===== src/pbts_pkg.sv =====
package pbts_pkg;

  // Field and register widths
  localparam int SYS_W     = 28;
  localparam int FREQ_W    = 20;
  localparam int QUOT_W    = SYS_W - 2;   // timer clock is system clock / 4
  localparam int PCT_W     = 7;
  localparam int SQ_W      = 2 * PCT_W;
  localparam int EXP_W     = 3;
  localparam int FIELD_W   = 16;
  localparam int CFG_IDX_W = 2;
  localparam int CFG_W     = SYS_W;

  // Default counter width of the timer
  localparam int DEF_COUNTER_BITS = 16;

  // Percent scale and prescaler search bound
  localparam logic [PCT_W-1:0] FULL_PERCENT = 7'd100;
  localparam int PRESCALE_LIMIT = 129;

  function automatic int exp_count();
    int n;
    n = 0;
    while ((1 << n) < PRESCALE_LIMIT) n++;
    return n;
  endfunction

  localparam int EXP_COUNT = exp_count();

  // Register indexes and reset values
  localparam logic [CFG_IDX_W-1:0] REG_SYSTEM_CLOCK = 2'd0;
  localparam logic [CFG_IDX_W-1:0] REG_OUTPUT_FREQ  = 2'd1;
  localparam logic [SYS_W-1:0]  SYS_CLOCK_RESET = 28'd48000000;
  localparam logic [FREQ_W-1:0] OUT_FREQ_RESET  = 20'd1000;

  // Long division sequencer
  localparam int CNT_W = $clog2(QUOT_W);

  typedef enum logic [2:0] {
    SEQ_LOAD,
    SEQ_DIV_FREQ,
    SEQ_SELECT,
    SEQ_DIV_HUND,
    SEQ_STORE,
    SEQ_IDLE
  } seq_state_t;

  // Timer selection handed from the setup engine to the request pipeline
  typedef struct packed {
    logic             busy;
    logic             err;
    logic [EXP_W-1:0] exp;
  } sel_info_t;

  // Divide by 100 through a reciprocal, exact for inputs below 2^14
  localparam int RECIP_SHIFT = 21;
  localparam logic [14:0] RECIP_100 = 15'd20972;

  function automatic logic [PCT_W-1:0] div100(input logic [SQ_W-1:0] x);
    logic [SQ_W+14:0] prod;
    prod = (SQ_W + 15)'(x) * (SQ_W + 15)'(RECIP_100);
    return PCT_W'(prod >> RECIP_SHIFT);
  endfunction

endpackage


===== src/pbts_setup.sv =====
module pbts_setup import pbts_pkg::*; #(
  parameter int COUNTER_BITS = DEF_COUNTER_BITS,
  localparam int STEP_W = (COUNTER_BITS < QUOT_W) ? COUNTER_BITS : QUOT_W
) (
  input  logic                 clk,
  input  logic                 rst_n,
  input  logic                 cfg_valid,
  input  logic [CFG_IDX_W-1:0] cfg_index,
  input  logic [CFG_W-1:0]     cfg_wdata,
  output sel_info_t            sel,
  output logic [STEP_W-1:0]    steps,
  output logic [STEP_W-1:0]    steps_hi,
  output logic [PCT_W-1:0]     steps_lo
);

  localparam int CMP_W = (COUNTER_BITS + 1 > QUOT_W) ? COUNTER_BITS + 1 : QUOT_W;
  localparam logic [CMP_W-1:0] LIMIT = CMP_W'((64'd1 << COUNTER_BITS) - 64'd1);
  localparam logic [CNT_W-1:0] DIV_LAST = CNT_W'(QUOT_W - 1);

  // Divide by 100 through a reciprocal, exact for inputs below 2^QUOT_W
  localparam int HUND_SHIFT = 32;
  localparam logic [QUOT_W-1:0] HUND_RECIP = QUOT_W'(42949673);

  seq_state_t state_r, state_nxt;

  logic [SYS_W-1:0]  sysclk_r;
  logic [FREQ_W-1:0] freq_r;
  logic [QUOT_W-1:0] quo_r;
  logic [FREQ_W-1:0] rem_r;
  logic [CNT_W-1:0]  cnt_r;
  logic              err_r;
  logic [EXP_W-1:0]  exp_r;
  logic [STEP_W-1:0] steps_r;
  logic [STEP_W-1:0] hi_r;
  logic [PCT_W-1:0]  lo_r;

  logic              cfg_hit;
  logic [FREQ_W-1:0] divisor;
  logic [FREQ_W:0]   trial;
  logic              fits;
  logic [FREQ_W-1:0] rem_nxt;
  logic              found;
  logic [EXP_W-1:0]  exp_sel;
  logic [STEP_W-1:0] steps_sel;
  logic [2*QUOT_W-1:0] hund_prod;
  logic [STEP_W-1:0] hund_part;
  logic [STEP_W-1:0] hund_rem;

  assign cfg_hit = cfg_valid &&
                   (cfg_index == REG_SYSTEM_CLOCK || cfg_index == REG_OUTPUT_FREQ);

  // Write configuration registers
  always_ff @(posedge clk) begin
    if (!rst_n) begin
      sysclk_r <= SYS_CLOCK_RESET;
      freq_r   <= OUT_FREQ_RESET;
    end else if (cfg_valid) begin
      if (cfg_index == REG_SYSTEM_CLOCK) begin
        sysclk_r <= cfg_wdata;
      end else if (cfg_index == REG_OUTPUT_FREQ) begin
        freq_r <= cfg_wdata[FREQ_W-1:0];
      end
    end
  end

  // Sequencer state
  always_ff @(posedge clk) begin
    if (!rst_n) begin
      state_r <= SEQ_LOAD;
    end else begin
      state_r <= state_nxt;
    end
  end

  // Advance through divide, select, split by 100; restart on a write to index 0 or 1
  always_comb begin
    state_nxt = state_r;
    unique case (state_r)
      SEQ_LOAD:     state_nxt = SEQ_DIV_FREQ;
      SEQ_DIV_FREQ: if (cnt_r == DIV_LAST) state_nxt = SEQ_SELECT;
      SEQ_SELECT:   state_nxt = SEQ_DIV_HUND;
      SEQ_DIV_HUND: state_nxt = SEQ_STORE;
      SEQ_STORE:    state_nxt = SEQ_IDLE;
      SEQ_IDLE:     state_nxt = SEQ_IDLE;
      default:      state_nxt = SEQ_LOAD;
    endcase
    if (cfg_hit) state_nxt = SEQ_LOAD;
  end

  // One restoring division step per cycle
  assign divisor = freq_r;
  assign trial   = {rem_r, quo_r[QUOT_W-1]};
  assign fits    = trial >= {1'b0, divisor};
  assign rem_nxt = fits ? FREQ_W'(trial - {1'b0, divisor}) : FREQ_W'(trial);

  // Pick the first prescaler whose period stays under the limit
  always_comb begin
    found   = 1'b0;
    exp_sel = '0;
    for (int d = 0; d < EXP_COUNT; d++) begin
      if (!found && CMP_W'(quo_r >> d) < LIMIT) begin
        found   = 1'b1;
        exp_sel = EXP_W'(d);
      end
    end
    steps_sel = STEP_W'(quo_r >> exp_sel);
  end

  // Split the period as 100*hi + lo: quotient first, remainder next cycle
  assign hund_prod = (2*QUOT_W)'(steps_r) * (2*QUOT_W)'(HUND_RECIP);
  assign hund_part = hi_r * STEP_W'(FULL_PERCENT);
  assign hund_rem  = steps_r - hund_part;

  // Divider datapath and stored selection
  always_ff @(posedge clk) begin
    unique case (state_r)
      SEQ_LOAD: begin
        quo_r <= sysclk_r[SYS_W-1:2];
        rem_r <= '0;
        cnt_r <= '0;
      end
      SEQ_DIV_FREQ: begin
        quo_r <= {quo_r[QUOT_W-2:0], fits};
        rem_r <= rem_nxt;
        cnt_r <= cnt_r + 1'b1;
      end
      SEQ_SELECT: begin
        err_r   <= (freq_r == '0) || !found;
        exp_r   <= exp_sel;
        steps_r <= steps_sel;
      end
      SEQ_DIV_HUND: begin
        hi_r <= STEP_W'(hund_prod >> HUND_SHIFT);
      end
      SEQ_STORE: begin
        lo_r <= hund_rem[PCT_W-1:0];
      end
      SEQ_IDLE: begin
      end
      default: begin
      end
    endcase
  end

  assign sel.busy = (state_r != SEQ_IDLE);
  assign sel.err  = err_r;
  assign sel.exp  = exp_r;
  assign steps    = steps_r;
  assign steps_hi = hi_r;
  assign steps_lo = lo_r;

endmodule


===== src/pwm_brightness_timer_setup_unit.sv =====
// PWM brightness timer setup.
// A request is taken on a rising edge with start high and busy low; it carries
// a signed brightness percent. At the end of the pipeline, out_valid pulses
// for one cycle with the prescaler exponent, period, compare level and error
// flag. When not busy, requests may be issued every cycle: the request path is
// a four stage pipeline (square, divide by 100, scale, divide and add) and
// sustains one request per cycle. The receiver cannot stall and no results are
// held. Configuration writes go through cfg_valid/cfg_ready (always ready),
// index 0 is the system clock in Hz, index 1 the output frequency in Hz. After
// reset and after each write to index 0 or 1, a setup engine runs a one bit
// per cycle long division of timer clock by frequency, picks the prescaler,
// then splits the period by 100 with a reciprocal multiply; busy stays high
// while it runs. Write configuration only while no request is in flight.
module pwm_brightness_timer_setup_unit import pbts_pkg::*; #(
  parameter int COUNTER_BITS = DEF_COUNTER_BITS
) (
  input  logic                 clk,
  input  logic                 rst_n,
  input  logic                 start,
  output logic                 busy,
  input  logic signed [7:0]    in_brightness_percent,
  output logic                 out_valid,
  output logic [EXP_W-1:0]     out_prescale_exponent,
  output logic [FIELD_W-1:0]   out_period_steps,
  output logic [FIELD_W-1:0]   out_compare_level,
  output logic                 out_period_error,
  input  logic                 cfg_valid,
  output logic                 cfg_ready,
  input  logic [CFG_IDX_W-1:0] cfg_index,
  input  logic [CFG_W-1:0]     cfg_wdata
);

  localparam int STEP_W = (COUNTER_BITS < QUOT_W) ? COUNTER_BITS : QUOT_W;
  localparam int SUM_W  = (STEP_W + PCT_W > FIELD_W) ? STEP_W + PCT_W : FIELD_W;
  localparam int PS_W   = (STEP_W > FIELD_W) ? STEP_W : FIELD_W;

  sel_info_t         sel;
  logic [STEP_W-1:0] steps;
  logic [STEP_W-1:0] steps_hi;
  logic [PCT_W-1:0]  steps_lo;

  logic              accept;
  logic [PCT_W-1:0]  pct;
  logic [PS_W-1:0]   steps_ext;
  logic [SUM_W-1:0]  cmp_sum;

  logic              v1_r, v2_r, v3_r, v4_r;
  logic [SQ_W-1:0]   sq1_r;
  logic [PCT_W-1:0]  duty2_r;
  logic [SUM_W-1:0]  hi3_r;
  logic [SQ_W-1:0]   lo3_r;
  logic [EXP_W-1:0]  exp_out_r;
  logic [FIELD_W-1:0] steps_out_r;
  logic [FIELD_W-1:0] cmp_out_r;
  logic              err_out_r;

  pbts_setup #(
    .COUNTER_BITS(COUNTER_BITS)
  ) u_setup (
    .clk      (clk),
    .rst_n    (rst_n),
    .cfg_valid(cfg_valid),
    .cfg_index(cfg_index),
    .cfg_wdata(cfg_wdata),
    .sel      (sel),
    .steps    (steps),
    .steps_hi (steps_hi),
    .steps_lo (steps_lo)
  );

  assign busy      = sel.busy;
  assign cfg_ready = 1'b1;
  assign accept    = start && !busy;

  // Clamp the percent to 0..100
  always_comb begin
    priority if (in_brightness_percent[7]) begin
      pct = '0;
    end else if (in_brightness_percent[PCT_W-1:0] > FULL_PERCENT) begin
      pct = FULL_PERCENT;
    end else begin
      pct = in_brightness_percent[PCT_W-1:0];
    end
  end

  // Move valid bits down the pipeline
  always_ff @(posedge clk) begin
    if (!rst_n) begin
      v1_r <= 1'b0;
      v2_r <= 1'b0;
      v3_r <= 1'b0;
      v4_r <= 1'b0;
    end else begin
      v1_r <= accept;
      v2_r <= v1_r;
      v3_r <= v2_r;
      v4_r <= v3_r;
    end
  end

  // Stage math: square, perceptual duty, scale by period split as 100*hi + lo
  assign steps_ext = PS_W'(steps);
  assign cmp_sum   = hi3_r + SUM_W'(div100(lo3_r));

  always_ff @(posedge clk) begin
    sq1_r   <= SQ_W'(pct) * SQ_W'(pct);
    duty2_r <= div100(sq1_r);
    hi3_r   <= SUM_W'(steps_hi) * SUM_W'(duty2_r);
    lo3_r   <= SQ_W'(steps_lo) * SQ_W'(duty2_r);
    if (sel.err) begin
      exp_out_r   <= '0;
      steps_out_r <= '0;
      cmp_out_r   <= '0;
      err_out_r   <= 1'b1;
    end else begin
      exp_out_r   <= sel.exp;
      steps_out_r <= steps_ext[FIELD_W-1:0];
      cmp_out_r   <= cmp_sum[FIELD_W-1:0];
      err_out_r   <= 1'b0;
    end
  end

  assign out_valid             = v4_r;
  assign out_prescale_exponent = exp_out_r;
  assign out_period_steps      = steps_out_r;
  assign out_compare_level     = cmp_out_r;
  assign out_period_error      = err_out_r;

  // Every accepted request yields a result at the end of the pipeline
  assert property (@(posedge clk) disable iff (!rst_n)
    start && !busy |-> ##4 out_valid)
    else $error("accepted request produced no result");

  // An error result carries zeroed settings
  assert property (@(posedge clk) disable iff (!rst_n)
    out_valid && out_period_error |->
      out_prescale_exponent == '0 && out_period_steps == '0 && out_compare_level == '0)
    else $error("error result with nonzero settings");

  // The compare level never exceeds the period when COUNTER_BITS <= FIELD_W
  assert property (@(posedge clk) disable iff (!rst_n)
    out_valid && (COUNTER_BITS <= FIELD_W) |-> out_compare_level <= out_period_steps)
    else $error("compare level above period");

endmodule


===== config.mk =====
export PLATFORM = sky130hd
export DESIGN_NAME = pwm_brightness_timer_setup_unit
export DESIGN_NICKNAME = d
export VERILOG_FILES = /design/src/pbts_pkg.sv /design/src/pbts_setup.sv /design/src/pwm_brightness_timer_setup_unit.sv
export SDC_FILE = /design/constraint.sdc
export NUM_CORES = 1
export LEC_CHECK = 0
export BUFFER_PORTS_ARGS = -buffer_cell sky130_fd_sc_hd__buf_2
export CORE_MARGIN = 2
export CORE_UTILIZATION = 50
export DETAILED_ROUTE_END_ITERATION = 6
export MAX_ROUTING_LAYER = met4
export PLACE_DENSITY = 0.7
export REMOVE_ABC_BUFFERS = 1
export SLEW_MARGIN = 20
export SYNTH_ARGS = -nofsm -noshare
export SYNTH_HDL_FRONTEND = slang
export SYNTH_SLANG_ARGS = --single-unit

===== constraint.sdc =====
create_clock -name clk -period 13.1 [get_ports clk]
set_clock_uncertainty 0.15 [all_clocks]
set_input_delay 2.62 -clock clk [delete_from_list [all_inputs] [get_ports clk]]
set_output_delay 2.62 -clock clk [all_outputs]
set_load 0.01 [all_outputs]

==> flow_summary.ini, run 1 <==
[timing]
setup_viol = 0
rsz0062_at_grt = false
fin_crit_ns = 7.12
tns_ns = 0
slew_viol_final = 0
fmax_ghz = 0.140
hold_viol = 0
tightest_slew_ns = 1.05
post-route-period-util_pct = 54.3
worst_slew_margin_rel_pct = 29.5

[clocking]
ctsHoldBuffers = 0
cts_tree = done
root_buffer = clkbuf_16
htree_levels = 1
clk_path_buf_depth = 3
cts-resized-gates = 0
clk_latency_ns = 0.57
postCtsSetupRepairBufs = 0
cts_buffers = 27
path_clk_slew_ns = 0.06
cts.sinks = 227

[logic_synthesis]
async_flop_share_pct = 0
synth-seq-cells = 227
yosysWarnings = 0
netlist_area_um2 = 26600
synth_top_area_cell = fa_1
synthTopCellsByArea = fa_1, ha_1, dfxtp_1
yosysSeqAreaShare_pct = 20.4
ys.flop_type = dfxtp_1
synth-edff-count = 88
synth.distinct_cells = 70
synth_top_area_share_pct = 24.2
syn_inst = 2714
syn_avg_cell_area_um2 = 9.79

[floorplanning]
core-area_um2 = 52600
fp.dieH_um = 235
ioPinCount = 81
die-area_um2 = 55000
rows = 84
die_w_um = 235
initial_core_util_pct = 50.6

[run]
maxCapViolCount = 0

[min_path]
hp-class = reg -> reg
holdCritStartpoint = v2_r
hold_depth = 1
whs_endpoint = v3_r

[setup_path]
r2r-end = out_compare_level[10]
path_class = in -> reg
reg2reg_depth = 27
crit_arrival_ns = 7.42
worst_r2r_startpoint = lo3_r[11]
worst-path-max-fanout = 8
rrSetupSlack_ns = 6.01
crit_required_ns = 13.40
worstSetupStartpointType = primary input
crit_path_end_kind = register

[global_route]
grt_pass1_wl_um = 93500
grt-ovfl-total = 0
antenna_found_initial = 0
grt_max_degree = 54
grt_pass1_vias = 19374
track_usage_pct = 21.6

[final_layout]
post_route_cells_drive_above_1_share_pct = 6.22
nets = 3612
final_cell_mix = inv_1, ha_1, fa_1
final_common_cell = inv_1
syn_to_final_growth_pct = 7.45
fillerInstances = 4693
n_antenna_cell = 0

[route]
routed_via_density = 5.27
post-route-drc-count = 0
vias = 18361
first_pass_iters = 5
drt-total-wl_um = 55000
wl_per_cell_um = 15.8
first_iter_violations = 1062
postRouteAntennaNets = 0

[place]
port_buffers = 79
gp_congestion = 0.938
dp_hpwl_um = 45900

[outcome]
outcome = complete, no violations
layout make-up:
class | instances | area [um^2] | share of cell area, %
multi-input combinational | 1914 | 19000 | 66.4
sequential | 227 | 5430 | 19.0
inverter | 522 | 1960 | 6.86
tap | 688 | 861 | 3.02
clock buffer | 40 | 811 | 2.84
timing repair buffer | 86 | 448 | 1.57
clock inverter | 10 | 80.1 | 0.280
state kept, by name, summed over array words and instances, names as in the netlist, 5 cells and up:
name,flops
hi3_r,16
u_setup.steps_lo,7
u_setup.rem_r,20
u_setup.steps,16
sq1_r,13
u_setup.divisor,20
duty2_r,7
out_period_steps,16
u_setup.steps_hi,10
u_setup.quo_r,26
lo3_r,14
u_setup.cnt_r,5
out_compare_level,16
u_setup.sysclk_r,26
worst max path at each step:
stage / start / to / slack, ns
final: in_brightness_percent[0] / sq1_r[12] / 5.98
after global routing: lo3_r[11] / out_compare_level[10] / 5.10
after CTS: lo3_r[11] / out_compare_level[10] / 5.88
after detailed placement: in_brightness_percent[0] / sq1_r[12] / 5.46
after global placement: in_brightness_percent[1] / sq1_r[12] / 5.52
after floorplan: in_brightness_percent[0] / sq1_r[12] / 5.97
per-layer routing:
layer  GRT usage, %  share of wire [%]
met4           4.46                2.0
met5              -                  0
met2           35.8                 47
met3           2.54                4.3
met1           28.6                 46
cell usage after synthesis (23+ instances only):
master,instances
a21boi_0,36
a21o_1,26
a21oi_1,76
and2_1,55
clkbuf_1,41
dfxtp_1,139
edfxtp_1,88
fa_1,321
ha_1,471
inv_1,522
mux2i_1,53
nand2_1,295
nand3_1,43
nor2_1,112
nor2b_1,27
nor3_1,23
o21ai_0,50
xnor2_1,67
xor2_1,34
critical path, stage by stage:
cell and delay (ns):
buf_2 0.13, o21ai_0 0.19, a21oi_1 0.09, nor2_1 0.31, and2_1 0.28, nand2_1 0.15, fa_1 0.52, fa_1 0.52
fa_1 0.51, fa_1 0.51, inv_1 0.05, ha_1 0.32, a21boi_0 0.16, o21ai_1 0.18, a21oi_1 0.10, o21ai_0 0.23
or4b_1 0.45, o311ai_0 0.11
cell families after synthesis:
kind of cell	share of synthesized area [%]
AO/OA/AOI/OAI	7.35
other	0.0283
flip-flops	20.4
AND/OR/NAND/NOR	11.5
XOR/XNOR	3.33
adder cells (fa/ha/maj)	46.4
buffers and inverters	8.35
multiplexers	2.63
per-stage QoR:
step / worst slack, ns / instances / area, um^2 / util [%] / hold slack, ns
final: 5.98 / 3487 / 28600 / 54.3 / 0.293
after global routing: 5.10 / 3487 / 28600 / 54.3 / 0.313
after CTS: 5.88 / 3487 / 28500 / 54.3 / 0.298
after detailed placement: 5.46 / 3437 / 27700 / 52.6 / 0.281
after global placement: 5.52 / 3437 / 27700 / 52.6 / 0.275
after floorplan: 5.97 / 2663 / 26300 / - / 0.262
Power of run 1 is not shown: default switching activity piles up to over one toggle a cycle in this logic, so the estimate is an artifact.
==> run 2, diff against run 1 <==
--- a/config.mk
+++ b/config.mk
@@ -5,12 +5,13 @@
 export SDC_FILE = /design/constraint.sdc
 export NUM_CORES = 1
 export LEC_CHECK = 0
+export ABC_AREA = 1
 export BUFFER_PORTS_ARGS = -buffer_cell sky130_fd_sc_hd__buf_2
 export CORE_MARGIN = 2
 export CORE_UTILIZATION = 50
 export DETAILED_ROUTE_END_ITERATION = 6
 export MAX_ROUTING_LAYER = met4
-export PLACE_DENSITY = 0.7
+export PLACE_DENSITY = 0.73
 export REMOVE_ABC_BUFFERS = 1
 export SLEW_MARGIN = 20
 export SYNTH_ARGS = -nofsm -noshare
==> constraint.sdc (replaced) <==
create_clock -name clk -period 5.75 [get_ports clk]
set_clock_uncertainty 0.15 [all_clocks]
set_input_delay 1.15 -clock clk [delete_from_list [all_inputs] [get_ports clk]]
set_output_delay 1.15 -clock clk [all_outputs]
set_load 0.01 [all_outputs]
==> flow_summary.ini, run 2 <==
[logic_synthesis]
yosysMostFrequentCell = inv_1
async_flop_share_pct = 0
synth-edff-count = 88
syn_avg_cell_area_um2 = 8.48
netlist_area_um2 = 27800
yosysWarnings = 0
synthTopCellsByArea = fa_1, ha_1, dfxtp_1
synth.distinct_cells = 45
synth-seq-cells = 227
synth_top_area_share_pct = 23.1
syn_inst = 3283
synthTopCellsByCount = inv_1, nand2_1, ha_1
ys.flop_type = dfxtp_1
synth_top_area_cell = fa_1
yosysSeqAreaShare_pct = 19.5

[clocking]
cts.sinks = 227
cts_buffers = 29
clk_latency_ns = 0.59
htree_levels = 1
root_buffer = clkbuf_16
path_clk_slew_ns = 0.06
cts_tree = done
clk_path_buf_depth = 3

[final_layout]
reg_top3 = u_setup.quo_r (26), u_setup.sysclk_r (26)
n_antenna_cell = 0
syn_to_final_growth_pct = 12.5
fillerInstances = 4931
post_route_cells_drive_above_1_share_pct = 10.3
nets = 4294
final_common_cell = inv_1
final_cell_mix = inv_1, nand2_1, ha_1
instances_no_fill = 4231
final_core_util_pct = 56.8

[floorplanning]
initial_core_util_pct = 50.5
rows = 86
die_w_um = 240
core-area_um2 = 55100
die-area_um2 = 57600
ioPinCount = 81
fp.dieH_um = 240

[setup_path]
path_buf_inv = 10
worstSetupStartpointType = register
crit_path_end_kind = register
slowest_delay_ns = 0.54
cpLargestDelayFamily = adder cells
path_class = reg -> reg
crit_arrival_ns = 6.11
worst-path-max-fanout = 4
slowest_stage = fa_1
crit_required_ns = 6.08
cpMostUsedCell = inv_2

[outcome]
failed_checks = negative setup slack
outcome = finished with violations

[route]
first_iter_violations = 1271
postRouteAntennaNets = 0
first_pass_iters = 6
post-route-drc-count = 0
wl_per_cell_um = 15.0
vias = 21667
routed_via_density = 5.12
drt-total-wl_um = 63400

[timing]
slew_viol_final = 0
tightest_slew_ns = 1.07
fin_crit_ns = 5.78
post-route-period-util_pct = 101
holdWs_ns = 0.283
fmax_ghz = 0.173
fin_ws_ns = -0.0324
hold_viol = 0
worst_slew_margin_rel_pct = 28.6
rsz0062_at_grt = true
setup_viol = 1

[min_path]
hp-class = reg -> reg

[place]
gp_congestion = 0.952
port_buffers = 79
dp_cells = 4156
dp_hpwl_um = 52300

[global_route]
grt-ovfl-total = 0
grt.met2_usage_pct = 39.1
grt_pass1_vias = 22160
grt_max_degree = 52
top_usage_layer = met2
gr-usage-met3_pct = 3.20
use_met1_pct = 30.0
track_usage_pct = 23.3
antenna_found_initial = 0
grt_pass1_wl_um = 106000

[run]
maxCapViolCount = 0
run 2: repair_timing:
item | in CTS | in global routing
pin swaps | 20 | 56
hold buffers | 0 | 0
setup endpoints to repair | 9 | 16
buffers inserted | 6 | 16
gates resized for setup | 44 | 76
run 2: logic make-up after synthesis:
family / count (synthesis) / synth area share [%]
simple gates: 1017 / 15.3
buf+inv: 752 / 10.3
compound gates: 401 / 7.74
fa+ha+maj: 792 / 44.3
flops: 227 / 19.5
other cells: 2 / 0.0270
xor+xnor: 92 / 2.90
run 2: per-layer routing:
layer  wire length [um]  share of wire, %  up-vias
met5                  0                 0        -
met4               1300               2.0        0
met3               3220               5.1       95
met2              30300                48      506
met1              28600                45    10252
li1                   -                 -    10814
run 2: layout make-up:
class | instances | area, um^2 | area share, %
Sequential cell | 227 | 5450 | 17.4
Clock buffer | 39 | 816 | 2.61
Tap cell | 748 | 936 | 2.99
Timing Repair Buffer | 201 | 1320 | 4.21
Multi-Input combinational cell | 2307 | 20000 | 63.9
Clock inverter | 15 | 175 | 0.559
Inverter | 694 | 2610 | 8.32
run 2: worst paths after layout:
kind,startpoint,to,slack (ns),depth (start not counted)
worst min register to register,v2_r,v3_r,0.28,2
worst min-delay path,v2_r,v3_r,0.28,2
worst max-delay path,lo3_r[7],out_compare_level[12],-0.03,32
worst max register to register,lo3_r[7],out_compare_level[12],-0.03,32
run 2: per-stage QoR:
stage	setup slack (ns)	TNS (ns)	area (um^2)
after floorplan	0.0322	0	27600
after global placement	-0.154	-0.348	29700
after detailed placement	-0.226	-0.892	29700
after CTS	0.0242	0	30900
after global routing	-0.290	-1.06	31300
final	-0.0324	-0.0324	31300
run 2: tightest hold or removal path: cells and delay by family, from the launching register on:
family                 cells  cell delay [ns]
buffers and inverters      1             0.04
and+or+nand+nor            1             0.05
DFF                        1             0.32
Power of run 2 is left out for the same reason.
